$ cat src/design/puvbb_pkg.sv
package puvbb_pkg;

	localparam int COORD_BITS_DEF       = 32;
	localparam int UV_FRACTION_BITS_DEF = 16;

	typedef enum logic [2:0] {
		ST_IDLE,
		ST_MEAS_X,
		ST_MEAS_Z,
		ST_SETUP,
		ST_CLASSIFY,
		ST_DIV
	} puvbb_state_t;

	// per-axis outcome of the map classification
	typedef enum logic [1:0] {
		CLS_DIV,
		CLS_HALF,
		CLS_ZERO,
		CLS_ONE
	} puvbb_cls_t;

endpackage

$ cat src/design/planar_uv_from_bounding_box_top.sv
// Planar UV mapping from an XZ bounding box.
// Input channel (in_valid/in_ready) carries one vertex per transaction: opcode,
// first_vertex, coord_x and coord_z (signed fixed point). Opcode 0 measures:
// the box grows over X and Z, or restarts at the vertex when first_vertex is
// set. Opcode 1 maps: one result transaction with tex_u and tex_v (unsigned
// Q1.UV_FRACTION_BITS) leaves on the output channel (out_valid/out_ready).
// A measure transaction passes through accept, X compare and Z compare and
// yields no result. A map transaction goes from accept through a step that
// forms ranges and offsets and a step that classifies the special cases;
// then two restoring dividers produce one quotient bit per cycle each, while
// the last step waits if the output register is full and not read. The block
// takes no new transaction until the bit-serial division has finished.
// The next transaction is accepted as soon as the block returns to idle, even
// while a result still waits in the output register. If the receiver stalls,
// the result holds in the output register; a following map item finishes its
// division and then holds its last step until the register frees up.
// Reset clears the box to the single point (0, 0) and empties the output.
module planar_uv_from_bounding_box_top
	import puvbb_pkg::*;
#(
	parameter int COORD_BITS       = COORD_BITS_DEF,
	parameter int UV_FRACTION_BITS = UV_FRACTION_BITS_DEF
) (
	input  logic                               clk,
	input  logic                               arst_n,
	input  logic                               in_valid,
	output logic                               in_ready,
	input  logic                               opcode,
	input  logic                               first_vertex,
	input  logic signed [COORD_BITS-1:0]       coord_x,
	input  logic signed [COORD_BITS-1:0]       coord_z,
	output logic                               out_valid,
	input  logic                               out_ready,
	output logic        [UV_FRACTION_BITS:0]   tex_u,
	output logic        [UV_FRACTION_BITS:0]   tex_v
);

	localparam int CNT_W = $clog2(UV_FRACTION_BITS);

	puvbb_state_t state_q, state_d;

	// latched transaction
	logic                         first_q;
	logic signed [COORD_BITS-1:0] x_q, z_q;

	// bounding box
	logic signed [COORD_BITS-1:0] lx_q, gx_q, lz_q, gz_q;

	// ranges and offsets, one bit wider than the coordinates
	logic signed [COORD_BITS:0] rng_x_q, off_x_q, rng_z_q, off_z_q;
	logic signed [COORD_BITS:0] ofs_rng_x, ofs_rng_z;

	puvbb_cls_t cls_x_q, cls_z_q;
	puvbb_cls_t cls_x_d, cls_z_d;

	// bit-serial divider state
	logic [COORD_BITS-1:0]       rem_x_q, rem_z_q;
	logic [UV_FRACTION_BITS-1:0] quo_x_q, quo_z_q;
	logic [CNT_W-1:0]            cnt_q;

	logic [COORD_BITS:0]   rem_x_sh, rem_z_sh;
	logic [COORD_BITS+1:0] sub_x, sub_z;
	logic                  bit_x, bit_z;
	logic [COORD_BITS-1:0] rem_x_d, rem_z_d;
	logic [UV_FRACTION_BITS-1:0] quo_x_d, quo_z_d;

	logic [UV_FRACTION_BITS:0] res_u, res_v;
	logic [UV_FRACTION_BITS:0] tex_u_q, tex_v_q;
	logic                      out_valid_q;

	logic div_last, div_go, load_out, in_fire;

	localparam logic [UV_FRACTION_BITS:0] UV_HALF =
		{2'b01, {(UV_FRACTION_BITS-1){1'b0}}};
	localparam logic [UV_FRACTION_BITS:0] UV_ONE =
		{1'b1, {UV_FRACTION_BITS{1'b0}}};

	// ---------------------------------------------------------------- control
	always_comb begin
		in_ready = (state_q == ST_IDLE);
		in_fire  = in_valid && in_ready;
		div_last = (cnt_q == CNT_W'(UV_FRACTION_BITS - 1));
		// hold the last step while the output register is full and not being read
		div_go   = (state_q == ST_DIV) && !(div_last && out_valid_q && !out_ready);
		load_out = div_go && div_last;
	end

	always_comb begin
		state_d = state_q;
		case (state_q)
			ST_IDLE: begin
				if (in_fire) state_d = opcode ? ST_SETUP : ST_MEAS_X;
			end
			ST_MEAS_X:   state_d = ST_MEAS_Z;
			ST_MEAS_Z:   state_d = ST_IDLE;
			ST_SETUP:    state_d = ST_CLASSIFY;
			ST_CLASSIFY: state_d = ST_DIV;
			ST_DIV: begin
				if (load_out) state_d = ST_IDLE;
			end
			default:     state_d = ST_IDLE;
		endcase
	end

	always_ff @(posedge clk or negedge arst_n) begin
		if (!arst_n) begin
			state_q <= ST_IDLE;
		end else begin
			state_q <= state_d;
		end
	end

	// ---------------------------------------------------------- input latch
	always_ff @(posedge clk) begin
		if (in_fire) begin
			first_q <= first_vertex;
			x_q     <= coord_x;
			z_q     <= coord_z;
		end
	end

	// -------------------------------------------------------- box tracking
	always_ff @(posedge clk or negedge arst_n) begin
		if (!arst_n) begin
			lx_q <= '0;
			gx_q <= '0;
			lz_q <= '0;
			gz_q <= '0;
		end else begin
			if (state_q == ST_MEAS_X) begin
				if (first_q) begin
					lx_q <= x_q;
					gx_q <= x_q;
				end else begin
					if (x_q < lx_q) lx_q <= x_q;
					if (x_q > gx_q) gx_q <= x_q;
				end
			end
			if (state_q == ST_MEAS_Z) begin
				if (first_q) begin
					lz_q <= z_q;
					gz_q <= z_q;
				end else begin
					if (z_q < lz_q) lz_q <= z_q;
					if (z_q > gz_q) gz_q <= z_q;
				end
			end
		end
	end

	// ------------------------------------------------ ranges and classification
	always_comb begin
		ofs_rng_x = off_x_q - rng_x_q;
		ofs_rng_z = off_z_q - rng_z_q;

		if (rng_x_q <= 0)       cls_x_d = CLS_HALF;
		else if (off_x_q <= 0)  cls_x_d = CLS_ZERO;
		else if (!ofs_rng_x[COORD_BITS]) cls_x_d = CLS_ONE;
		else                    cls_x_d = CLS_DIV;

		if (rng_z_q <= 0)       cls_z_d = CLS_HALF;
		else if (off_z_q <= 0)  cls_z_d = CLS_ZERO;
		else if (!ofs_rng_z[COORD_BITS]) cls_z_d = CLS_ONE;
		else                    cls_z_d = CLS_DIV;
	end

	// ----------------------------------------------------- divider datapath
	always_comb begin
		rem_x_sh = {rem_x_q, 1'b0};
		rem_z_sh = {rem_z_q, 1'b0};
		sub_x    = {1'b0, rem_x_sh} - {2'b00, rng_x_q[COORD_BITS-1:0]};
		sub_z    = {1'b0, rem_z_sh} - {2'b00, rng_z_q[COORD_BITS-1:0]};
		bit_x    = ~sub_x[COORD_BITS+1];
		bit_z    = ~sub_z[COORD_BITS+1];
		rem_x_d  = bit_x ? sub_x[COORD_BITS-1:0] : rem_x_sh[COORD_BITS-1:0];
		rem_z_d  = bit_z ? sub_z[COORD_BITS-1:0] : rem_z_sh[COORD_BITS-1:0];
		quo_x_d  = {quo_x_q[UV_FRACTION_BITS-2:0], bit_x};
		quo_z_d  = {quo_z_q[UV_FRACTION_BITS-2:0], bit_z};
	end

	always_comb begin
		case (cls_x_q)
			CLS_HALF: res_u = UV_HALF;
			CLS_ZERO: res_u = '0;
			CLS_ONE:  res_u = UV_ONE;
			default:  res_u = {1'b0, quo_x_d};
		endcase
		case (cls_z_q)
			CLS_HALF: res_v = UV_HALF;
			CLS_ZERO: res_v = '0;
			CLS_ONE:  res_v = UV_ONE;
			default:  res_v = {1'b0, quo_z_d};
		endcase
	end

	always_ff @(posedge clk) begin
		if (state_q == ST_SETUP) begin
			rng_x_q <= {gx_q[COORD_BITS-1], gx_q} - {lx_q[COORD_BITS-1], lx_q};
			off_x_q <= {x_q[COORD_BITS-1], x_q}   - {lx_q[COORD_BITS-1], lx_q};
			rng_z_q <= {gz_q[COORD_BITS-1], gz_q} - {lz_q[COORD_BITS-1], lz_q};
			off_z_q <= {z_q[COORD_BITS-1], z_q}   - {lz_q[COORD_BITS-1], lz_q};
		end
		if (state_q == ST_CLASSIFY) begin
			cls_x_q <= cls_x_d;
			cls_z_q <= cls_z_d;
			rem_x_q <= off_x_q[COORD_BITS-1:0];
			rem_z_q <= off_z_q[COORD_BITS-1:0];
			quo_x_q <= '0;
			quo_z_q <= '0;
		end else if (div_go) begin
			// advance both quotients by one bit
			rem_x_q <= rem_x_d;
			rem_z_q <= rem_z_d;
			quo_x_q <= quo_x_d;
			quo_z_q <= quo_z_d;
		end
	end

	always_ff @(posedge clk or negedge arst_n) begin
		if (!arst_n) begin
			cnt_q <= '0;
		end else if (state_q == ST_CLASSIFY) begin
			cnt_q <= '0;
		end else if (div_go && !div_last) begin
			cnt_q <= cnt_q + CNT_W'(1);
		end
	end

	// ------------------------------------------------------- output register
	always_ff @(posedge clk or negedge arst_n) begin
		if (!arst_n) begin
			out_valid_q <= 1'b0;
		end else if (load_out) begin
			out_valid_q <= 1'b1;
		end else if (out_ready) begin
			out_valid_q <= 1'b0;
		end
	end

	always_ff @(posedge clk) begin
		if (load_out) begin
			tex_u_q <= res_u;
			tex_v_q <= res_v;
		end
	end

	assign out_valid = out_valid_q;
	assign tex_u     = tex_u_q;
	assign tex_v     = tex_v_q;

endmodule
$ cat config.mk
export PLATFORM = sky130hd
export DESIGN_NAME = planar_uv_from_bounding_box_top
export DESIGN_NICKNAME = d
export VERILOG_FILES = /design/src/design/puvbb_pkg.sv /design/src/design/planar_uv_from_bounding_box_top.sv
export SDC_FILE = /design/constraint.sdc
export NUM_CORES = 1
export LEC_CHECK = 0
export BUFFER_PORTS_ARGS = -buffer_cell sky130_fd_sc_hd__buf_2
export CORE_MARGIN = 2
export CORE_UTILIZATION = 35
export DETAILED_ROUTE_END_ITERATION = 10
export HOLD_SLACK_MARGIN = 0.03
export MAX_ROUTING_LAYER = met4
export SYNTH_ARGS = -nofsm -noshare
export SYNTH_HDL_FRONTEND = slang
export SYNTH_SLANG_ARGS = --single-unit
$ cat constraint.sdc
create_clock -name clk -period 4.3 [get_ports clk]
set_input_delay 0.86 -clock clk [delete_from_list [all_inputs] [get_ports clk]]
set_output_delay 0.86 -clock clk [all_outputs]
set_load 0.02 [all_outputs]
* Word-level counts from Yosys, hierarchy flattened *
Cells that the tools add are included.

cells by class
  equal/unequal tests = 14
  reduce and logical (&&, ||, !) cells = 22
  mux-type cells = 28
  add/subtract/negate cells = 9
  bitwise gates (word level) = 2
  order comparisons = 8

operator list
  cell                                                  count
  2-to-1 mux 32 bit                                     14
  <= comparator 33 x 1 -> 1 bit, second input constant  4
  subtractor 32 x 32 -> 33 bit                          4
  case mux 17 bit (3 select lines)                      2
  subtractor 33 x 32 -> 34 bit                          2
  subtractor 33 bit                                     2
  > comparator 32 bit                                   2
  less-than comparator 32 bit                           2
  case mux 3 bit (5 select lines)                       1
  nonzero test 2 bit                                    7
  2-to-1 mux 2 bit                                      5
  AND reduction 2 bit                                   5
  equality test 2 bit, second input constant            4
  2-to-1 mux 4 bit                                      2
  equality test 3 x 2 -> 1 bit, second input constant   2
  equality test 3 bit, second input constant            2
  logical AND 1 bit                                     6
  2-to-1 mux 3 bit                                      2
  adder 4 x 1 -> 4 bit, second input constant           1
  equality test 2 x 1 -> 1 bit, second input constant   2
  equality test 4 bit, second input constant            1
  equality test 3 x 1 -> 1 bit, second input constant   1
  logical NOT 1 bit                                     3
  logical NOT 3 bit                                     1
  other kinds (4)                                       6

word-level totals
  output and inout port bits = 36
  register bits after elaboration = 465
  bits of input ports = 70

* Longest topological paths before layout *
  depth after elaboration = 8
  mapped depth = 14

* Worst setup path after synthesis *
No wires, ideal clock.

  path kind = register to register
  start = register state_q[2]
  end = register off_x_q[0] (enable)
  arrival = 3.683 ns
  buffers on the path = 1
  clock period less this slack = 4.191 ns
  setup slack = 0.109 ns
  cell stages (with the launch flop) = 3
  data required time = 3.792 ns
  cell sequence = dfrtp_1 -> clkbuf_1 -> and3b_1

between the ends
  cells in the longest elaborated chain, start to end = 1

RTL lines
  element                       line                                    RTL
  start, declared               planar_uv_from_bounding_box_top.sv:40   puvbb_state_t state_q, state_d;
  start signal, assigned        planar_uv_from_bounding_box_top.sv:109  state_q <= state_d;
  equality test 3 x 2 -> 1 bit  planar_uv_from_bounding_box_top.sv:197  if (state_q == ST_SETUP) begin
  end signal, assigned          planar_uv_from_bounding_box_top.sv:199  off_x_q <= {x_q[COORD_BITS-1], x_q} - {lx_q[COORD_BITS-1], lx_q};
  end, declared                 planar_uv_from_bounding_box_top.sv:50   logic signed [COORD_BITS:0] rng_x_q, off_x_q, rng_z_q, off_z_q;

Every way passes these cells.
A chain may end at the register's enable or synchronous reset.

* Worst setup path after layout *
  start = register x_q[6]
  end = register lx_q[0]

between the ends
  cells in the longest elaborated chain, start to end = 3

RTL lines
  element                               line                                    RTL
  start, declared                       planar_uv_from_bounding_box_top.sv:44   logic signed [COORD_BITS-1:0] x_q, z_q;
  start signal, assigned                planar_uv_from_bounding_box_top.sv:117  x_q <= coord_x;
  less-than comparator 32 bit           planar_uv_from_bounding_box_top.sv:135  if (x_q < lx_q) lx_q <= x_q;
  nonzero test 2 bit (no source line)   --
  AND reduction 2 bit (no source line)  --
  end signal, assigned                  planar_uv_from_bounding_box_top.sv:132  lx_q <= x_q;
  end signal, assigned                  planar_uv_from_bounding_box_top.sv:135
  end, declared                         planar_uv_from_bounding_box_top.sv:47   logic signed [COORD_BITS-1:0] lx_q, gx_q, lz_q, gz_q;

Every way passes these cells.

==> results summary <==
The mapped cell area came out at 0.03045 sq mm. In the synthesized netlist the dominant register cell turns out to be edfxtp_1. The kind of end point of the critical path is a register. The post-route worst hold slack is 0.2236 ns. Averaged over all synthesized cells, the footprint is 10.15 sq um.

The clock sink count came out at 465. Entering global routing, the biggest net connects 103 pins. The total grt overflow is 0.

The HPWL reported at the end of detailed placement came out at 55690 microns. The final number of max-transition violations is 0. The vertical extent of the die is 299.0 microns.

The final critical-path share of the clock period came out at 0.9076. For this configuration, the core starts out at a cell density of 0.3521. The clock-pin slew on the worst setup and hold paths is 0.06 ns. The number of failing hold endpoints at the final stage is 0. The detailed router finished its first iteration with 1384 violations.

Summing all placed instances gives a cell area of 0.03238 sq mm. The top fanout value on the critical path came out at 25. The final design instance area without fill is 0.03421 sq mm. The routed wire length came out at 73500 microns. The number of antenna violations at the first check in global routing came out at 2.

STA classifies the critical path startpoint as a register. No sink is reached through more buffers than the 3 on the longest clock path. The port buffer count came out at 105. The total number of vias came out at 22420.

The number of hold buffers added after CTS is 0. The maximum operating frequency is 256.2 MHz. The first-pass GRT wire length came out at 119800 microns. The number of vias per cell came out at 5.202. The post-CTS resize count is 0. The synthesis warning total came out at 0.

The via count of the first global-routing pass came out at 22010. When the netlist entered floorplanning its net count stood at 3395. The slew at the pin closest to its max-slew limit is 1.118 ns. The area of the core region came out at 0.08648 sq mm. The area growth from synthesis to layout came out at 12.35%. Setup repair after global routing left no endpoint under its margin. The level count of the clock H-tree is 2. The clock latency of the later-clocked register in the worst-skew pair came out at 0.63 ns.

The shortest period the worst path allows came out at 3.903 ns. Leaving out fill and tap cells, the most frequent cell in the layout is ha_1. TritonCTS built the clock tree. The overall track demand over capacity in global routing is 0.1687. Across the run, the number of max-cap violations was 0. In the layout the commonest cells are ha_1, edfxtp_1, inv_1. The first detailed-routing pass ran for 5 iterations. The width of the chip is 299.0 microns. At the end of routability-driven placement, the weighted congestion stood at 0.8825. The number of I/O pins is 106. Dividing the detail-routed wire length by the instance count gives 17.05 microns. The number of enable flip-flop cells after synthesis is 299.

The root cell of the clock tree is clkbuf_16. Counting distinct cell types in the post-synthesis netlist gives 88. For the worst setup path, the data required time is 4.81 ns. The part of the Yosys area used for sequential elements came out at 0.4263. The data arrival at the endpoint of the critical path came out at 4.41 ns. The run finished with clean final reports.

The flip-flop and latch count after synthesis is 465. The layout filler cell count is 8464. In this run, CTS created clock tree buffers numbering 54. The post-CTS setup-driven buffer insertion count came out at 0.

For this run, design rule violations remaining after detail routing come to 0. Counting every instance in the synthesized netlist gives 3000. The worst clock skew on the final layout came out at 0.03675 ns. The fraction of final layout cells sized beyond drive strength 1 came out at 0.09990.

In this run the worst hold path is classified as in2async. The normalized max-slew margin is 0.2546. For the final routed database, the setup TNS stands at 0 ns. The remaining antenna violation count is 0.

The total number of placement rows came out at 108. The die covers 0.08939 sq mm. The category of the most critical setup path is reg2reg. The number of endpoints failing setup at the final stage came out at 0.

The async set-reset flop share out of synthesis came out at 0.2925. After the last flow step, the layout net total stands at 3503.
==> layer usage <==
metal / global-route usage / vias to the layer above / part of all wire
met3: 0.01941 / 89 / 0.040
met2: 0.2551 / 417 / 0.44
met1: 0.2409 / 10680 / 0.50
met4: 0.04071 / 0 / 0.021
li1: - / 11240 / -
met5: - / - / 0
==> metrics by stage <==
| stage | instances | util | setup WS, ns |
|---|---|---|---|
| after floorplan | 3000 | - | 0.1086 |
| after global placement | 4207 | 0.3744 | 0.5340 |
| after detailed placement | 4207 | 0.3744 | 0.4946 |
| after CTS | 4308 | 0.3956 | 0.4340 |
| after global routing | 4310 | 0.3956 | 0.1655 |
| final | 4310 | 0.3956 | 0.3974 |
==> cell type report <==
cell class	instances	area [sq um]	share of cell area
diodes	2	5.005	0.0001463
clock buffers	63	1395	0.04078
clock inverters	38	431.7	0.01262
inverters	238	893.4	0.02611
multi-input cells	2219	16300	0.4765
flip-flops and latches	465	12980	0.3794
well taps	1155	1445	0.04224
repair buffers	130	757.0	0.02212
==> path summary, 6_finish.rpt <==
| check | slack [ns] | to | depth (start not counted) | start |
|---|---|---|---|---|
| setup / recovery | 0.40 | lx_q[0]$_DFFE_PN0P_ | 10 | x_q[6]$_DFFE_PP_ |
| hold reg to reg | 0.44 | quo_x_q[3]$_SDFFE_PP0P_ | 2 | quo_x_q[2]$_SDFFE_PP0P_ |
| min in group clk | 0.40 | x_q[22]$_DFFE_PP_ | 1 | coord_x[22] |
| max in group asynchronous | 3.27 | cnt_q[2]$_DFFE_PN0P_ | 2 | arst_n |
| hold / removal | 0.22 | gz_q[18]$_DFFE_PN0P_ | 1 | arst_n |
| setup reg to reg | 0.40 | lx_q[0]$_DFFE_PN0P_ | 10 | x_q[6]$_DFFE_PP_ |
==> synth_stat cells, types with 30 or more instances <==
| master | number | share of area |
|---|---|---|
| ha_1 | 319 | 0.13 |
| a21o_1 | 132 | 0.033 |
| dfxtp_1 | 30 | 0.020 |
| nand4_1 | 59 | 0.012 |
| nor3_1 | 47 | 0.0077 |
| o21a_1 | 38 | 0.0094 |
| edfxtp_1 | 299 | 0.29 |
| inv_1 | 238 | 0.029 |
| nor4_1 | 34 | 0.0070 |
| clkbuf_1 | 59 | 0.0073 |
| nor2b_1 | 45 | 0.0092 |
| mux2_1 | 60 | 0.022 |
| nor2_1 | 199 | 0.025 |
| nand2b_1 | 46 | 0.0094 |
| nand2_1 | 223 | 0.027 |
| a31oi_1 | 59 | 0.012 |
| mux2_2 | 34 | 0.013 |
| nand3_1 | 89 | 0.015 |
| xor2_1 | 42 | 0.012 |
| o21ai_0 | 104 | 0.017 |
| dfrtp_1 | 136 | 0.11 |
| a21oi_1 | 195 | 0.032 |
| and2_1 | 51 | 0.010 |
| xnor2_1 | 109 | 0.031 |
==> logic make-up (layout without fill, tap and decap cells) <==
kind of cell / count (synthesis) / in the layout / synth area share
compound gates: 733 / 733 / 0.1589
xor+xnor: 151 / 151 / 0.04343
fa+ha+maj: 325 / 325 / 0.1350
buf+inv: 316 / 469 / 0.04059
flops: 465 / 465 / 0.4263
mux: 150 / 150 / 0.05793
other cells: 0 / 2 / 0
simple gates: 860 / 860 / 0.1379
==> state kept, by name (all words and copies together) (netlist names), 32 cells and up <==
register  cells
gx_q         32
rem_x_q      32
rng_x_q      33
off_z_q      33
off_x_q      33
lz_q         32
rng_z_q      33
z_q          32
lx_q         32
x_q          32
gz_q         32
rem_z_q      32
==> critical path, stage by stage, from the launching register on <==
cell and delay, ns:
edfxtp_1 0.44, ha_1 0.39, a2111oi_1 0.78, a211oi_2 0.24
a2111oi_4 0.47, o31ai_2 0.13, a21oi_1 0.24, nor3_2 0.09
nor2_4 0.35, buf_12 0.27, mux2_1 0.35
Power is left out: the tool's default activity adds up to more than one toggle a clock period on the data nets, which glitch-free logic cannot reach.
